[src/rtl/pbsm_pkg.sv]
// ----------------------------------------------------------------------------
// pbsm_pkg: shared types and constants for the pedal/brake safety monitor
// Register map, fault flag positions and the fixed torque scaling constants.
// ----------------------------------------------------------------------------
`default_nettype none

package pbsm_pkg;

  // configuration port
  localparam int unsigned CFG_W  = 10;  // widest register
  localparam int unsigned TICK_W = 8;   // persist_ticks width
  localparam int unsigned IDX_W  = 3;

  typedef enum logic [IDX_W-1:0] {
    CFG_TEST_MODE        = 3'd0,
    CFG_VOLT_MIN         = 3'd1,
    CFG_VOLT_MAX         = 3'd2,
    CFG_BRAKE_THRESHOLD  = 3'd3,
    CFG_MISMATCH_LIMIT   = 3'd4,
    CFG_PERSIST_TICKS    = 3'd5,
    CFG_OVERLAP_THROTTLE = 3'd6,
    CFG_RELEASE_THROTTLE = 3'd7
  } cfg_reg_e;

  // register reset values
  localparam logic              RST_TEST_MODE        = 1'b1;
  localparam logic [CFG_W-1:0]  RST_VOLT_MIN         = 10'd102;
  localparam logic [CFG_W-1:0]  RST_VOLT_MAX         = 10'd921;
  localparam logic [CFG_W-1:0]  RST_BRAKE_THRESHOLD  = 10'd25;
  localparam logic [CFG_W-1:0]  RST_MISMATCH_LIMIT   = 10'd102;
  localparam logic [TICK_W-1:0] RST_PERSIST_TICKS    = 8'd10;
  localparam logic [CFG_W-1:0]  RST_OVERLAP_THROTTLE = 10'd255;
  localparam logic [CFG_W-1:0]  RST_RELEASE_THROTTLE = 10'd52;

  // fault latch bits
  localparam int unsigned FLAG_W         = 6;
  localparam int unsigned FLAG_PEDAL_MIS = 0;
  localparam int unsigned FLAG_OVERLAP   = 1;
  localparam int unsigned FLAG_BRAKE_MIS = 2;
  localparam int unsigned FLAG_PEDAL_RNG = 3;
  localparam int unsigned FLAG_BRAKE_RNG = 4;
  localparam int unsigned FLAG_OVERTEMP  = 5;

  // torque scaling: avg -> speed 0..SPEED_FULL -> command 0..CMD_FULL
  localparam int unsigned SPEED_W     = 13;
  localparam int unsigned CMD_W       = 15;
  localparam int unsigned SPEED_FULL  = 5500;
  localparam int unsigned SPEED_FLOOR = 30;
  localparam int unsigned CMD_FULL    = 32767;

  // speed * CMD_FULL fits in PROD_W bits; reciprocal of SPEED_FULL at that shift
  localparam int unsigned PROD_W      = SPEED_W + CMD_W;
  localparam int unsigned CMD_RECIP   = (32'd1 << PROD_W) / SPEED_FULL;
  localparam int unsigned CMD_RECIP_W = 16;

endpackage

`default_nettype wire

[src/rtl/pbsm_if.sv]
// ----------------------------------------------------------------------------
// pbsm_if: request and result channels of the pedal/brake safety monitor
// Valid/ready handshake; a transfer happens when both are high at a clock edge.
// ----------------------------------------------------------------------------
`default_nettype none

interface pbsm_in_if #(
  parameter int unsigned ADC_BITS = 10
);
  logic                valid;
  logic                ready;
  logic                req_type;
  logic [ADC_BITS-1:0] pedal_a;
  logic [ADC_BITS-1:0] pedal_b;
  logic [ADC_BITS-1:0] brake_a;
  logic [ADC_BITS-1:0] brake_b;
  logic                bms_fault;
  logic                imd_fault;
  logic                bspd_fault;
  logic                link_timeout;
  logic                over_temp_event;

  modport source (
    output valid, req_type, pedal_a, pedal_b, brake_a, brake_b,
           bms_fault, imd_fault, bspd_fault, link_timeout, over_temp_event,
    input  ready
  );
  modport sink (
    input  valid, req_type, pedal_a, pedal_b, brake_a, brake_b,
           bms_fault, imd_fault, bspd_fault, link_timeout, over_temp_event,
    output ready
  );
endinterface

interface pbsm_out_if;
  logic        valid;
  logic        ready;
  logic [14:0] torque_cmd;
  logic        fault_active;
  logic        brake_on;
  logic        brake_light_send;
  logic [5:0]  fault_flags;
  logic        reset_accepted;

  modport source (
    output valid, torque_cmd, fault_active, brake_on, brake_light_send,
           fault_flags, reset_accepted,
    input  ready
  );
  modport sink (
    input  valid, torque_cmd, fault_active, brake_on, brake_light_send,
           fault_flags, reset_accepted,
    output ready
  );
endinterface

`default_nettype wire

[src/rtl/pedal_brake_safety_monitor.sv]
// ----------------------------------------------------------------------------
// pedal_brake_safety_monitor: accelerator pedal / brake plausibility monitor
// Range, mismatch and overlap fault latches with torque command output.
// ----------------------------------------------------------------------------
// One request per clock is taken unless the result side stalls; one result
// comes out per request, in order. A request passes four stages of the torque
// scaling pipeline (two constant multiplies, each a reciprocal divide with a
// one-step correction), then the result register, where fault latches,
// mismatch counters and the brake light state are updated. The whole pipeline
// advances whenever the result register is empty or being read, so ready
// follows the result side directly. The user must write registers through the
// plain write port only while no request is in flight; it is not enforced.
`default_nettype none

module pedal_brake_safety_monitor #(
  parameter int unsigned ADC_BITS   = 10,
  parameter int unsigned COUNT_BITS = 8
) (
  input  logic                        clk_i,
  input  logic                        rst_ni,
  input  logic                        cfg_we_i,
  input  logic [pbsm_pkg::IDX_W-1:0]  cfg_idx_i,
  input  logic [pbsm_pkg::CFG_W-1:0]  cfg_data_i,
  pbsm_in_if.sink                     in_i,
  pbsm_out_if.source                  out_o
);
  import pbsm_pkg::*;

  localparam int unsigned DEPTH = 4;
  localparam int unsigned CW    = (ADC_BITS > CFG_W) ? ADC_BITS : CFG_W;
  localparam int unsigned KW    = (COUNT_BITS > TICK_W) ? COUNT_BITS : TICK_W;

  typedef struct packed {
    logic                req_type;
    logic [ADC_BITS-1:0] pedal_a;
    logic [ADC_BITS-1:0] pedal_b;
    logic [ADC_BITS-1:0] brake_a;
    logic [ADC_BITS-1:0] brake_b;
    logic                ext_fault;
    logic                over_temp;
  } item_t;

  // configuration
  logic              test_mode_q;
  logic [CFG_W-1:0]  volt_min_q, volt_max_q, brake_thr_q, mis_limit_q;
  logic [CFG_W-1:0]  overlap_thr_q, release_thr_q;
  logic [TICK_W-1:0] persist_q;

  // pipeline
  logic              en;
  item_t             in_item;
  item_t             stage_q [DEPTH];
  logic [DEPTH-1:0]  valid_q;
  item_t             cur;
  logic [CMD_W-1:0]  torque_scaled;

  // state
  logic [FLAG_W-1:0]     latch_d, latch_q;
  logic [COUNT_BITS-1:0] pcnt_d, pcnt_q, bcnt_d, bcnt_q;
  logic                  light_d, light_q;

  // decision outputs
  logic [CMD_W-1:0]  torque_d, torque_q;
  logic              active_d, active_q;
  logic              brake_d, brake_q;
  logic              send_d, send_q;
  logic              accepted_d, accepted_q;
  logic              out_valid_q;

  // compares on the item at the last stage
  logic [ADC_BITS-1:0] pdiff, bdiff;
  logic [ADC_BITS:0]   bsum;
  logic                released, pa_rng, pb_rng, ba_rng, bb_rng;
  logic                pmis, bmis, brake_avg_on, over_thr, ba_over;

  // config register writes
  always_ff @(posedge clk_i or negedge rst_ni) begin
    if (!rst_ni) begin
      test_mode_q   <= RST_TEST_MODE;
      volt_min_q    <= RST_VOLT_MIN;
      volt_max_q    <= RST_VOLT_MAX;
      brake_thr_q   <= RST_BRAKE_THRESHOLD;
      mis_limit_q   <= RST_MISMATCH_LIMIT;
      persist_q     <= RST_PERSIST_TICKS;
      overlap_thr_q <= RST_OVERLAP_THROTTLE;
      release_thr_q <= RST_RELEASE_THROTTLE;
    end else if (cfg_we_i) begin
      unique case (cfg_reg_e'(cfg_idx_i))
        CFG_TEST_MODE:        test_mode_q   <= cfg_data_i[0];
        CFG_VOLT_MIN:         volt_min_q    <= cfg_data_i;
        CFG_VOLT_MAX:         volt_max_q    <= cfg_data_i;
        CFG_BRAKE_THRESHOLD:  brake_thr_q   <= cfg_data_i;
        CFG_MISMATCH_LIMIT:   mis_limit_q   <= cfg_data_i;
        CFG_PERSIST_TICKS:    persist_q     <= cfg_data_i[TICK_W-1:0];
        CFG_OVERLAP_THROTTLE: overlap_thr_q <= cfg_data_i;
        CFG_RELEASE_THROTTLE: release_thr_q <= cfg_data_i;
      endcase
    end
  end

  // pipeline advance: result register free or being taken
  assign en       = !out_valid_q || out_o.ready;
  assign in_i.ready = en;

  assign in_item.req_type  = in_i.req_type;
  assign in_item.pedal_a   = in_i.pedal_a;
  assign in_item.pedal_b   = in_i.pedal_b;
  assign in_item.brake_a   = in_i.brake_a;
  assign in_item.brake_b   = in_i.brake_b;
  assign in_item.ext_fault = in_i.bms_fault | in_i.imd_fault | in_i.bspd_fault |
                             in_i.link_timeout;
  assign in_item.over_temp = in_i.over_temp_event;

  always_ff @(posedge clk_i or negedge rst_ni) begin
    if (!rst_ni) begin
      valid_q <= '0;
    end else if (en) begin
      valid_q <= {valid_q[DEPTH-2:0], in_i.valid};
    end
  end

  always_ff @(posedge clk_i) begin
    if (en) begin
      stage_q[0] <= in_item;
      for (int i = 1; i < DEPTH; i++) begin
        stage_q[i] <= stage_q[i-1];
      end
    end
  end

  assign cur = stage_q[DEPTH-1];

  // torque scaling, aligned with the last stage
  pbsm_scale #(
    .ADC_BITS (ADC_BITS)
  ) u_scale (
    .clk_i     (clk_i),
    .en_i      (en),
    .pedal_a_i (in_i.pedal_a),
    .pedal_b_i (in_i.pedal_b),
    .torque_o  (torque_scaled)
  );

  // sensor checks
  assign pdiff = (cur.pedal_a > cur.pedal_b) ? cur.pedal_a - cur.pedal_b
                                             : cur.pedal_b - cur.pedal_a;
  assign bdiff = (cur.brake_a > cur.brake_b) ? cur.brake_a - cur.brake_b
                                             : cur.brake_b - cur.brake_a;
  assign bsum  = {1'b0, cur.brake_a} + {1'b0, cur.brake_b};

  assign released  = (CW'(cur.pedal_a) < CW'(release_thr_q)) &&
                     (CW'(cur.pedal_b) < CW'(release_thr_q));
  assign pa_rng    = (CW'(cur.pedal_a) < CW'(volt_min_q)) ||
                     (CW'(cur.pedal_a) > CW'(volt_max_q));
  assign pb_rng    = (CW'(cur.pedal_b) < CW'(volt_min_q)) ||
                     (CW'(cur.pedal_b) > CW'(volt_max_q));
  assign ba_rng    = (CW'(cur.brake_a) < CW'(volt_min_q)) ||
                     (CW'(cur.brake_a) > CW'(volt_max_q));
  assign bb_rng    = (CW'(cur.brake_b) < CW'(volt_min_q)) ||
                     (CW'(cur.brake_b) > CW'(volt_max_q));
  assign pmis      = CW'(pdiff) > CW'(mis_limit_q);
  assign bmis      = CW'(bdiff) > CW'(mis_limit_q);
  assign brake_avg_on = CW'(bsum[ADC_BITS:1]) > CW'(brake_thr_q);
  assign ba_over   = CW'(cur.brake_a) > CW'(brake_thr_q);
  assign over_thr  = (CW'(cur.pedal_a) > CW'(overlap_thr_q)) ||
                     (CW'(cur.pedal_b) > CW'(overlap_thr_q));

  // fault latch, counter and result logic
  always_comb begin
    latch_d    = latch_q;
    pcnt_d     = pcnt_q;
    bcnt_d     = bcnt_q;
    light_d    = light_q;
    torque_d   = '0;
    brake_d    = 1'b0;
    send_d     = 1'b0;
    accepted_d = 1'b0;

    if (cur.req_type) begin
      // reset request: clear only when safe; overtemp applied after the clear
      if (released && !ba_over && !cur.ext_fault) begin
        latch_d    = '0;
        accepted_d = 1'b1;
      end
      if (cur.over_temp) begin
        latch_d[FLAG_OVERTEMP] = 1'b1;
      end
    end else begin
      if (cur.over_temp) begin
        latch_d[FLAG_OVERTEMP] = 1'b1;
      end
      if (!test_mode_q) begin
        if (pa_rng || pb_rng) begin
          latch_d[FLAG_PEDAL_RNG] = 1'b1;
        end
        if (ba_rng || bb_rng) begin
          latch_d[FLAG_BRAKE_RNG] = 1'b1;
        end
        // persistence counters, saturating
        if (!bmis) begin
          bcnt_d = '0;
        end else if (bcnt_q != '1) begin
          bcnt_d = bcnt_q + COUNT_BITS'(1);
        end
        if (bmis && (KW'(bcnt_d) > KW'(persist_q))) begin
          latch_d[FLAG_BRAKE_MIS] = 1'b1;
        end
        if (!pmis) begin
          pcnt_d = '0;
        end else if (pcnt_q != '1) begin
          pcnt_d = pcnt_q + COUNT_BITS'(1);
        end
        if (pmis && (KW'(pcnt_d) > KW'(persist_q))) begin
          latch_d[FLAG_PEDAL_MIS] = 1'b1;
        end
        brake_d = brake_avg_on;
        if (brake_avg_on && over_thr) begin
          latch_d[FLAG_OVERLAP] = 1'b1;
        end
        if (released) begin
          latch_d[FLAG_OVERLAP] = 1'b0;
        end
      end
      if ((latch_d != '0) || cur.ext_fault) begin
        send_d = !test_mode_q;
      end else begin
        torque_d = brake_d ? '0 : torque_scaled;
        if (!test_mode_q && (brake_d != light_q)) begin
          send_d  = 1'b1;
          light_d = brake_d;
        end
      end
    end
  end

  assign active_d = (latch_d != '0) || cur.ext_fault;

  // state update when the last stage moves into the result register
  always_ff @(posedge clk_i or negedge rst_ni) begin
    if (!rst_ni) begin
      latch_q <= '0;
      pcnt_q  <= '0;
      bcnt_q  <= '0;
      light_q <= 1'b0;
    end else if (en && valid_q[DEPTH-1]) begin
      latch_q <= latch_d;
      pcnt_q  <= pcnt_d;
      bcnt_q  <= bcnt_d;
      light_q <= light_d;
    end
  end

  // result register
  always_ff @(posedge clk_i or negedge rst_ni) begin
    if (!rst_ni) begin
      out_valid_q <= 1'b0;
    end else if (en) begin
      out_valid_q <= valid_q[DEPTH-1];
    end
  end

  always_ff @(posedge clk_i) begin
    if (en) begin
      torque_q   <= torque_d;
      active_q   <= active_d;
      brake_q    <= brake_d;
      send_q     <= send_d;
      accepted_q <= accepted_d;
    end
  end

  assign out_o.valid            = out_valid_q;
  assign out_o.torque_cmd       = torque_q;
  assign out_o.fault_active     = active_q;
  assign out_o.brake_on         = brake_q;
  assign out_o.brake_light_send = send_q;
  assign out_o.fault_flags      = latch_q;
  assign out_o.reset_accepted   = accepted_q;

endmodule

`default_nettype wire

[src/rtl/pbsm_scale.sv]
// ----------------------------------------------------------------------------
// pbsm_scale: pedal average to torque command, four register stages
// speed = avg * 5500 / full_scale, floored below 30, then
// cmd = speed * 32767 / 5500; both divides by reciprocal plus one correction.
// ----------------------------------------------------------------------------
`default_nettype none

module pbsm_scale #(
  parameter int unsigned ADC_BITS = 10
) (
  input  logic                      clk_i,
  input  logic                      en_i,
  input  logic [ADC_BITS-1:0]       pedal_a_i,
  input  logic [ADC_BITS-1:0]       pedal_b_i,
  output logic [pbsm_pkg::CMD_W-1:0] torque_o
);
  import pbsm_pkg::*;

  // avg * SPEED_FULL < 2^XW; divisor is the ADC full scale 2^N - 1
  localparam int unsigned           XW   = ADC_BITS + SPEED_W;
  localparam longint unsigned       DIV  = (64'd1 << ADC_BITS) - 64'd1;
  localparam longint unsigned       RCP  = (64'd1 << XW) / DIV;
  localparam int unsigned           RW   = $clog2(RCP + 64'd1);
  localparam int unsigned           P1W  = XW + RW;
  localparam int unsigned           P2W  = PROD_W + CMD_RECIP_W;

  logic [ADC_BITS:0]     pedal_sum;
  logic [ADC_BITS-1:0]   pedal_avg;
  logic [XW-1:0]         x1_d, x1_q;
  logic [P1W-1:0]        p1;
  logic [SPEED_W-1:0]    q1_d, q1_q;
  logic [XW-1:0]         x2_q;
  logic [XW:0]           rem1;
  logic [SPEED_W-1:0]    speed;
  logic [SPEED_W-1:0]    speed_fl;
  logic [PROD_W-1:0]     y1_d, y1_q;
  logic [P2W-1:0]        p2;
  logic [CMD_W-1:0]      q2_d, q2_q;
  logic [PROD_W-1:0]     y2_q;
  logic [PROD_W-1:0]     rem2;

  // stage 1: average and scale up
  assign pedal_sum = {1'b0, pedal_a_i} + {1'b0, pedal_b_i};
  assign pedal_avg = pedal_sum[ADC_BITS:1];
  assign x1_d      = XW'(pedal_avg) * XW'(SPEED_FULL);

  // stage 2: quotient estimate, low by at most one
  assign p1   = P1W'(x1_q) * P1W'(RCP);
  assign q1_d = p1[XW +: SPEED_W];

  // stage 3: correct (q * (2^N - 1) is a shift and subtract), floor, rescale
  assign rem1     = (XW+1)'(x2_q) - ((XW+1)'(q1_q) << ADC_BITS) + (XW+1)'(q1_q);
  assign speed    = (rem1 >= (XW+1)'(DIV)) ? q1_q + SPEED_W'(1) : q1_q;
  assign speed_fl = (speed < SPEED_W'(SPEED_FLOOR)) ? '0 : speed;
  assign y1_d     = PROD_W'(speed_fl) * PROD_W'(CMD_FULL);

  // stage 4: quotient estimate for the second divide
  assign p2   = P2W'(y1_q) * P2W'(CMD_RECIP);
  assign q2_d = p2[PROD_W +: CMD_W];

  // output: final correction
  assign rem2     = y2_q - PROD_W'(q2_q) * PROD_W'(SPEED_FULL);
  assign torque_o = (rem2 >= PROD_W'(SPEED_FULL)) ? q2_q + CMD_W'(1) : q2_q;

  // pipeline registers, all advance together
  always_ff @(posedge clk_i) begin
    if (en_i) begin
      x1_q <= x1_d;
      q1_q <= q1_d;
      x2_q <= x1_q;
      y1_q <= y1_d;
      q2_q <= q2_d;
      y2_q <= y1_q;
    end
  end

endmodule

`default_nettype wire
[src/flat_wrapper.sv]
// flat-port wrapper written by rule: the top's interface ports become plain ports
module pedal_brake_safety_monitor_flat import pbsm_pkg::*;
#(
  parameter int unsigned ADC_BITS   = 10,
  parameter int unsigned COUNT_BITS = 8
)
  (clk_i, rst_ni, cfg_we_i, cfg_idx_i, cfg_data_i, in_i_valid, in_i_req_type, in_i_pedal_a, in_i_pedal_b, in_i_brake_a, in_i_brake_b, in_i_bms_fault, in_i_imd_fault, in_i_bspd_fault, in_i_link_timeout, in_i_over_temp_event, in_i_ready, out_o_valid, out_o_torque_cmd, out_o_fault_active, out_o_brake_on, out_o_brake_light_send, out_o_fault_flags, out_o_reset_accepted, out_o_ready);
  pbsm_in_if #(.ADC_BITS(ADC_BITS)) in_i_i ();
  pbsm_out_if out_o_i ();
  input  logic clk_i;
  input  logic rst_ni;
  input  logic cfg_we_i;
  input  logic [pbsm_pkg::IDX_W-1:0] cfg_idx_i;
  input  logic [pbsm_pkg::CFG_W-1:0] cfg_data_i;
  input wire logic [$bits(in_i_i.valid)-1:0] in_i_valid;
  input wire logic [$bits(in_i_i.req_type)-1:0] in_i_req_type;
  input wire logic [$bits(in_i_i.pedal_a)-1:0] in_i_pedal_a;
  input wire logic [$bits(in_i_i.pedal_b)-1:0] in_i_pedal_b;
  input wire logic [$bits(in_i_i.brake_a)-1:0] in_i_brake_a;
  input wire logic [$bits(in_i_i.brake_b)-1:0] in_i_brake_b;
  input wire logic [$bits(in_i_i.bms_fault)-1:0] in_i_bms_fault;
  input wire logic [$bits(in_i_i.imd_fault)-1:0] in_i_imd_fault;
  input wire logic [$bits(in_i_i.bspd_fault)-1:0] in_i_bspd_fault;
  input wire logic [$bits(in_i_i.link_timeout)-1:0] in_i_link_timeout;
  input wire logic [$bits(in_i_i.over_temp_event)-1:0] in_i_over_temp_event;
  output wire logic [$bits(in_i_i.ready)-1:0] in_i_ready;
  output wire logic [$bits(out_o_i.valid)-1:0] out_o_valid;
  output wire logic [$bits(out_o_i.torque_cmd)-1:0] out_o_torque_cmd;
  output wire logic [$bits(out_o_i.fault_active)-1:0] out_o_fault_active;
  output wire logic [$bits(out_o_i.brake_on)-1:0] out_o_brake_on;
  output wire logic [$bits(out_o_i.brake_light_send)-1:0] out_o_brake_light_send;
  output wire logic [$bits(out_o_i.fault_flags)-1:0] out_o_fault_flags;
  output wire logic [$bits(out_o_i.reset_accepted)-1:0] out_o_reset_accepted;
  input wire logic [$bits(out_o_i.ready)-1:0] out_o_ready;
  assign in_i_i.valid = in_i_valid;
  assign in_i_i.req_type = in_i_req_type;
  assign in_i_i.pedal_a = in_i_pedal_a;
  assign in_i_i.pedal_b = in_i_pedal_b;
  assign in_i_i.brake_a = in_i_brake_a;
  assign in_i_i.brake_b = in_i_brake_b;
  assign in_i_i.bms_fault = in_i_bms_fault;
  assign in_i_i.imd_fault = in_i_imd_fault;
  assign in_i_i.bspd_fault = in_i_bspd_fault;
  assign in_i_i.link_timeout = in_i_link_timeout;
  assign in_i_i.over_temp_event = in_i_over_temp_event;
  assign in_i_ready = in_i_i.ready;
  assign out_o_valid = out_o_i.valid;
  assign out_o_torque_cmd = out_o_i.torque_cmd;
  assign out_o_fault_active = out_o_i.fault_active;
  assign out_o_brake_on = out_o_i.brake_on;
  assign out_o_brake_light_send = out_o_i.brake_light_send;
  assign out_o_fault_flags = out_o_i.fault_flags;
  assign out_o_reset_accepted = out_o_i.reset_accepted;
  assign out_o_i.ready = out_o_ready;
  pedal_brake_safety_monitor #(.ADC_BITS(ADC_BITS), .COUNT_BITS(COUNT_BITS)) u_core (.clk_i(clk_i), .rst_ni(rst_ni), .cfg_we_i(cfg_we_i), .cfg_idx_i(cfg_idx_i), .cfg_data_i(cfg_data_i), .in_i(in_i_i), .out_o(out_o_i));
endmodule
[config.mk]
export PLATFORM = sky130hd
export DESIGN_NAME = pedal_brake_safety_monitor_flat
export DESIGN_NICKNAME = d
export VERILOG_FILES = /design/src/rtl/pbsm_pkg.sv /design/src/rtl/pbsm_if.sv /design/src/rtl/pedal_brake_safety_monitor.sv /design/src/rtl/pbsm_scale.sv /design/src/flat_wrapper.sv
export SDC_FILE = /design/constraint.sdc
export NUM_CORES = 2
export LEC_CHECK = 0
export BUFFER_PORTS_ARGS = -buffer_cell sky130_fd_sc_hd__buf_2
export CAP_MARGIN = 0
export CORE_ASPECT_RATIO = 1.1
export CORE_MARGIN = 1.5
export CORE_UTILIZATION = 35
export CTS_CLUSTER_DIAMETER = 40
export CTS_CLUSTER_SIZE = 16
export DETAILED_ROUTE_END_ITERATION = 7
export HOLD_SLACK_MARGIN = 0.12
export PLACE_DENSITY = 0.57
export SYNTH_ARGS = -nofsm -noshare
export SYNTH_HDL_FRONTEND = slang
export SYNTH_SLANG_ARGS = --single-unit
[constraint.sdc]
create_clock -name clk_i -period 14.6 [get_ports clk_i]
set_input_delay 2.92 -clock clk_i [delete_from_list [all_inputs] [get_ports clk_i]]
set_output_delay 2.92 -clock clk_i [all_outputs]
set_load 0.02 [all_outputs]
# Word-level counts from Yosys, hierarchy flattened
# Memory sizes are Yosys's and may differ from the RTL's.
# Cells that the tools add are included.
word_totals:
  ramBits: 172
  mem_count: 1
  regBits: 242
  output_inout_bits: 27
op_classes:
  n_mul: 5
  order_cmp: 23
  n_mux: 33
  bitwise_logic: 6
  n_eq_ne: 10
  n_reduce_logical: 36
  add_sub_neg: 13
memory_table:
  columns: ["memory", "words", "width", "read_ports", "rd_clocked_by_memory_dff", "write_ports", "line", "text"]
  rows:
  - ["u_core.stage_q", 4, 43, 4, 0, 4, "pedal_brake_safety_monitor.sv:52", "item_t stage_q [DEPTH];"]
op_table:
  columns: ["cell", "n"]
  rows:
  - ["10-bit > comparator", 12]
  - ["8-bit 2-to-1 mux", 8]
  - ["10-bit < comparator", 6]
  - ["28-bit by 15-bit multiplier with 42-bit output, second input constant", 1]
  - ["10-bit subtractor", 4]
  - ["21-bit by 11-bit multiplier with 31-bit output, second input constant", 1]
  - ["28-bit by 13-bit greater-or-equal comparator with 1-bit output, second input constant", 1]
  - ["13-bit by 15-bit multiplier with 28-bit output, second input constant", 1]
  - ["28-bit subtractor", 1]
  - ["15-bit by 11-bit multiplier with 26-bit output, second input constant", 1]
  - ["13-bit 2-to-1 mux", 2]
  - ["24-bit by 13-bit adder with 24-bit output", 1]
  - ["24-bit by 10-bit greater-or-equal comparator with 1-bit output, second input constant", 1]
  - ["23-bit by 23-bit subtractor with 24-bit output", 1]
  - ["10-bit by 10-bit adder with 11-bit output", 2]
  - ["10-bit by 11-bit multiplier with 21-bit output, second input constant", 1]
  - ["10-bit 2-to-1 mux", 2]
  - ["8-bit by 1-bit adder with 8-bit output, second input constant", 2]
  - ["8-bit > comparator", 2]
  - ["1-bit 2-to-1 mux", 16]
  - ["8-bit inequality test, second input constant", 2]
  - ["2-bit AND reduction", 8]
  - ["15-bit by 1-bit adder with 15-bit output, second input constant", 1]
  - ["15-bit 2-to-1 mux", 1]
  - ["other kinds (18)", 48]

# Depth between registers and ports, before layout
# An unclocked memory read counts as a cell.
depth:
  depth_word: 16
  mapped_depth: 42

# Cells and area by module
# From an unflattened synthesis, not the netlist that was laid out.
unflattened:
  cells_unflattened: 3817
  hier_area_um2: 41491.0
by_module_without_submodules:
  columns: ["mod", "area_each_um2", "n_inst", "cells_per_inst", "seq_area_each_um2"]
  rows:
  - ["pbsm_scale", 25364.3, 1, 2450, 3723.6]
  - ["pedal_brake_safety_monitor", 16126.7, 1, 1367, 8201.6]

# Least setup slack after synthesis
# No wires, ideal clock.
synth_path:
  path_type: "input to output"
  from: "in out_o_ready"
  to: "out in_i_ready"
  stages: 2
  path_buffers: 1
  t_arrival_ns: 11.856
  setup_slack_ns: -0.176
  path_cell_list: "nand2b_1 -> clkbuf_1"
synth_via:
  elab_chain_len: 1
synth_lines:
  columns: ["element", "line", "text"]
  rows:
  - ["start: declaration", "flat_wrapper.sv:34", "input wire logic [$bits(out_o_i.ready)-1:0] out_o_ready;"]
  - ["1-bit logical OR", "pedal_brake_safety_monitor.sv:102", "assign en = !out_valid_q || out_o.ready;"]
  - ["end: declaration", "flat_wrapper.sv:26", "output wire logic [$bits(in_i_i.ready)-1:0] in_i_ready;"]
# No other way between the ends.

# Worst setup path after layout
layout_path:
  from: "reg u_core.u_scale.q1_q[1]"
  to: "reg u_core.u_scale.y1_q[27], data pin"
layout_via:
  elab_chain_len: 7
  elab_cells_between_ends: 8
  classes_between: "add/sub: 3; mul: 1; order compare: 2; mux: 2"
layout_lines:
  columns: ["element", "line", "text"]
  rows:
  - ["start: declaration", "pbsm_scale.sv:31", "logic [SPEED_W-1:0] q1_d, q1_q;"]
  - ["start signal: assignment", "pbsm_scale.sv:69", "q1_q <= q1_d;"]
  - ["23-bit by 23-bit subtractor with 24-bit output", "pbsm_scale.sv:52", "assign rem1 = (XW+1)'(x2_q) - ((XW+1)'(q1_q) << ADC_BITS) + (XW+1)'(q1_q);"]
  - ["24-bit by 13-bit adder with 24-bit output", "pbsm_scale.sv:52", null]
  - ["24-bit by 10-bit greater-or-equal comparator with 1-bit output", "pbsm_scale.sv:53", "assign speed = (rem1 >= (XW+1)'(DIV)) ? q1_q + SPEED_W'(1) : q1_q;"]
  - ["13-bit 2-to-1 mux (*)", "pbsm_scale.sv:53", null]
  - ["13-bit by 5-bit < comparator with 1-bit output", "pbsm_scale.sv:54", "assign speed_fl = (speed < SPEED_W'(SPEED_FLOOR)) ? '0 : speed;"]
  - ["13-bit 2-to-1 mux (*)", "pbsm_scale.sv:54", null]
  - ["13-bit by 15-bit multiplier with 28-bit output (*)", "pbsm_scale.sv:55", "assign y1_d = PROD_W'(speed_fl) * PROD_W'(CMD_FULL);"]
  - ["net u_core.u_scale.y1_d[27]", "pbsm_scale.sv:36", "logic [PROD_W-1:0] y1_d, y1_q;"]
  - ["end signal: assignment", "pbsm_scale.sv:71", "y1_q <= y1_d;"]
  - ["end: declaration", "pbsm_scale.sv:36", null]
# The timed path passes the listed nets; every way through them passes the cells marked *.
# A chain may end at the register's enable or synchronous reset.

==> results.txt <==
The area growth from synthesis to layout is 11.8%. The number of diodes added for antenna fixing is 0. The startpoint identified for the worst register-to-register timing path is u_core.u_scale.q1_q[1]$_DFFE_PN_. For hold timing, the worst endpoint is u_core.stage_q[1][30]$_DFFE_PN_.

The final-stage net count is 5,087. The total number of placement rows is 131. The remaining antenna violation count came out at 0. The average wire length per cell after detail routing came out at 16.8 um. The maximum buffer depth of the clock tree is 3.

In the synthesized netlist the dominant register cell turns out to be edfxtp_1. The highest clock frequency the design can meet is 90.8 MHz. The setup TNS came out at 0 ps. The worst hold path belongs to the class reg -> reg. The finished layout cell area is 0.0461 mm2. The end of the worst register-to-register path is u_core.u_scale.y1_q[27]$_DFFE_PN_. The final routed wirelength across all metal layers came out at 92.7 mm. The tightest hold path in the finished design has a slack of 407 ps.

The violation count after the first detailed-routing iteration came out at 1,510. The cell area after technology mapping is 0.0412 mm2. The hold violation count in the final report came out at 0. The placer's final routability congestion estimate is 0.879. The max-slew violation count came out at 0. The via count of the first global-routing pass came out at 28,176. The run finished with clean final reports. The critical path endpoint category is a register. The number of maximum-capacitance constraint violations is 0. Clock tree synthesis inserted a total of 74 buffers. The proportion of layout cells with a drive suffix above 1 came out at 0.0870. The number of levels the H-tree was split into is 3. The first-pass GRT wire length is 150 mm. In the synthesized netlist, the cells that appear most often are ha_1 (731), inv_1 (669), fa_1 (372), edfxtp_1 (315), a21oi_1 (174). The TritonCTS clock tree is built. The type of origin of the critical path is a register. The Yosys warning count came out at 0. The type of the worst setup path is reg -> reg. The total overflow left after global routing is 0. The y dimension of the die is 363 um. The count of cell types in the netlist came out at 91. Across all setup checks in the final design, the least slack found is 3590 ps. By instance count, the cell type seen most on the critical path is fa_1.

The number of instances in the synthesized netlist came out at 3,780. Summing all placed instances gives a cell area of 0.0435 mm2. The post-synthesis sequential element count came out at 412. In this design, the stage delay of the slowest critical-path cell is 690 ps. During I/O placement, the number of pins put on the boundary was 91.

The final route contains 27,356 vias. The number of gates resized after CTS was 0. Counting instances, the worst hold path has a depth of 0. The aggregate global-route resource usage came out at 0.159. The number of cells traversed by the worst register-to-register path came out at 38. Input and output buffers added on the ports amount to 90. After floorplanning, the core was sized to cover 0.116 mm2.

The number of nets produced by synthesis is 4,947. After synthesis, the mean cell area works out to 10.9 um2. For this design, the sink count on the clock tree is 412. The starting density of the core is 0.354. On the critical path, the stage with the largest delay is an instance of or4b_2. The proportion of synthesized chip area in sequential cells is 0.289.

The die boundary width is 330 um. The number of buffers inserted for hold repair after clock tree synthesis came out at 0. The cell at the root of the clock tree is clkbuf_16. The detailed-routing iteration count for the pre-antenna-repair pass came out at 6. For this run, design rule violations remaining after detail routing come to 0. The insertion delay of the later-clocked pin in the worst-skew pair is 670 ps.

Across all register-to-register paths, the minimum setup slack is 3590 ps. Entering global routing, the biggest net connects 87 pins. The slew at the pin with the worst max-slew slack came out at 1050 ps. The clock-pin slew on the worst setup and hold paths came out at 60 ps. Subtracting the final worst setup slack from the clock period gives 11,010 ps. The number of buffers inserted by post-CTS setup repair came out at 0. The number of antenna violations at the first check in global routing is 3. The die covers 0.120 mm2. Setup violations remaining at the end of the flow were counted as 0. OpenSTA, run right after detailed placement, puts the worst setup slack at 3650 ps.

Of all cell types, the one taking the most synthesized area is edfxtp_1. Setup repair after global routing left no endpoint under its margin. By area the synthesized netlist is led by edfxtp_1 (23%), ha_1 (22%), fa_1 (18%). The sum of net half-perimeters after detailed placement is 74.9 mm. Of all nets on the critical path, the largest fanout is 11.

The worst-case clock skew is 49.1 ps. The area share of the leading cell type in the synthesized netlist is 0.230. ha_1 is the most common cell in the netlist. Of all flip-flops after synthesis, the portion carrying an async set or reset was 0.235. The critical path data arrival time is 11,370 ps. In the finished design, the share of the clock period the worst path needs comes to 0.754. Dividing the detail-routed via count by the number of cells gives 4.97. The worst slew margin relative to its limit came out at 0.295. The source of the worst hold timing path is u_core.stage_q[0][30]$_DFFE_PN_. The required time of the critical path came out at 14,960 ps.

The synthesized design contains 315 enable-type register cells.
per-stage QoR:
| step | cells | util |
|---|---|---|
| final | 5507 | 0.396 |
| after global routing | 5507 | 0.396 |
| after CTS | 5507 | 0.396 |
| after detailed placement | 5373 | 0.374 |
| after global placement | 5373 | 0.374 |
| after floorplan | 3780 | - |
placed cells by master, fill, tap and decap left out, types with 21 or more instances in the layout:
master / count
a21oi_1: 174
o21ai_0: 131
mux2i_1: 27
and3_1: 35
nand2_1: 161
nand4_1: 40
nor2_1: 146
o21bai_1: 30
nor3_1: 51
xor2_1: 59
o211ai_1: 21
o31ai_1: 24
o21a_1: 39
or3_1: 22
fa_1: 372
dfstp_2: 31
inv_1: 669
nand2b_1: 24
dfrtp_1: 66
clkbuf_16: 76
nand3_1: 53
mux2_2: 54
a21o_1: 79
buf_2: 89
ha_1: 731
xnor2_1: 114
a211oi_1: 31
edfxtp_1: 315
nor2b_1: 23
state kept, by name (all words and copies together) (netlist names), 6 cells and up:
| register | count |
|---|---|
| u_core.bcnt_q | 8 |
| u_core.out_o.torque_cmd | 15 |
| u_core.brake_thr_q | 10 |
| u_core.out_o.fault_flags | 6 |
| u_core.u_scale.q2_q | 15 |
| u_core.stage_q | 172 |
| u_core.release_thr_q | 10 |
| u_core.u_scale.x1_q | 21 |
| u_core.u_scale.y1_q | 28 |
| u_core.mis_limit_q | 10 |
| u_core.volt_max_q | 10 |
| u_core.pcnt_q | 8 |
| u_core.u_scale.x2_q | 21 |
| u_core.u_scale.y2_q | 26 |
| u_core.persist_q | 8 |
| u_core.u_scale.q1_q | 13 |
| u_core.volt_min_q | 10 |
| u_core.overlap_thr_q | 10 |
worst max-delay path by stage:
stage	end	startpoint	slack, ps	cells past startpoint
6_report	u_core.u_scale.y1_q[27]$_DFFE_PN_	u_core.u_scale.q1_q[1]$_DFFE_PN_	3590	38
5_1_grt	u_core.u_scale.y1_q[27]$_DFFE_PN_	u_core.u_scale.q1_q[1]$_DFFE_PN_	2870	37
4_1_cts	u_core.u_scale.y1_q[27]$_DFFE_PN_	u_core.u_scale.q1_q[1]$_DFFE_PN_	3590	38
3_5_place_dp	u_core.u_scale.y1_q[27]$_DFFE_PN_	u_core.u_scale.q1_q[1]$_DFFE_PN_	3650	38
3_3_place_gp	u_core.u_scale.y1_q[27]$_DFFE_PN_	u_core.u_scale.q1_q[1]$_DFFE_PN_	3740	38
2_1_floorplan	in_i_ready	out_o_ready	4590	2
worst max-delay path, delay by kind of cell (launching register included):
family,cells,cell delay [ps]
buf+inv,5,270
fa+ha+maj,9,4080
mux,1,170
compound gates,12,2310
simple gates,9,2850
flops,1,580
xor+xnor,2,430
routing by layer:
metal,vias to the layer above,track usage,share of wire
met1,13374,0.212,0.46
li1,13425,-,-
met5,-,0,0
met2,407,0.265,0.48
met4,0,0.0535,0.027
met3,150,0.0198,0.032
layout make-up:
type                       instances  area [um2]
inverter                         669        2510
tap                             1529        1910
timing repair buffer              98         513
clock buffer                      82        1920
clock inverter                    52         654
fill                           11348       70300
sequential                       412       11900
multi-input combinational       2665       26600
logic make-up after synthesis:
logic type                 share of synthesized area
buffers and inverters                         0.0648
muxes                                         0.0213
AOI/OAI and AO/OA                              0.105
DFF                                            0.289
adders and majority gates                      0.403
xor gates and xnor gates                      0.0368
and+or+nand+nor                               0.0799
Power is not shown: default switching activity piles up to over one toggle a cycle in this logic, so the estimate is an artifact.
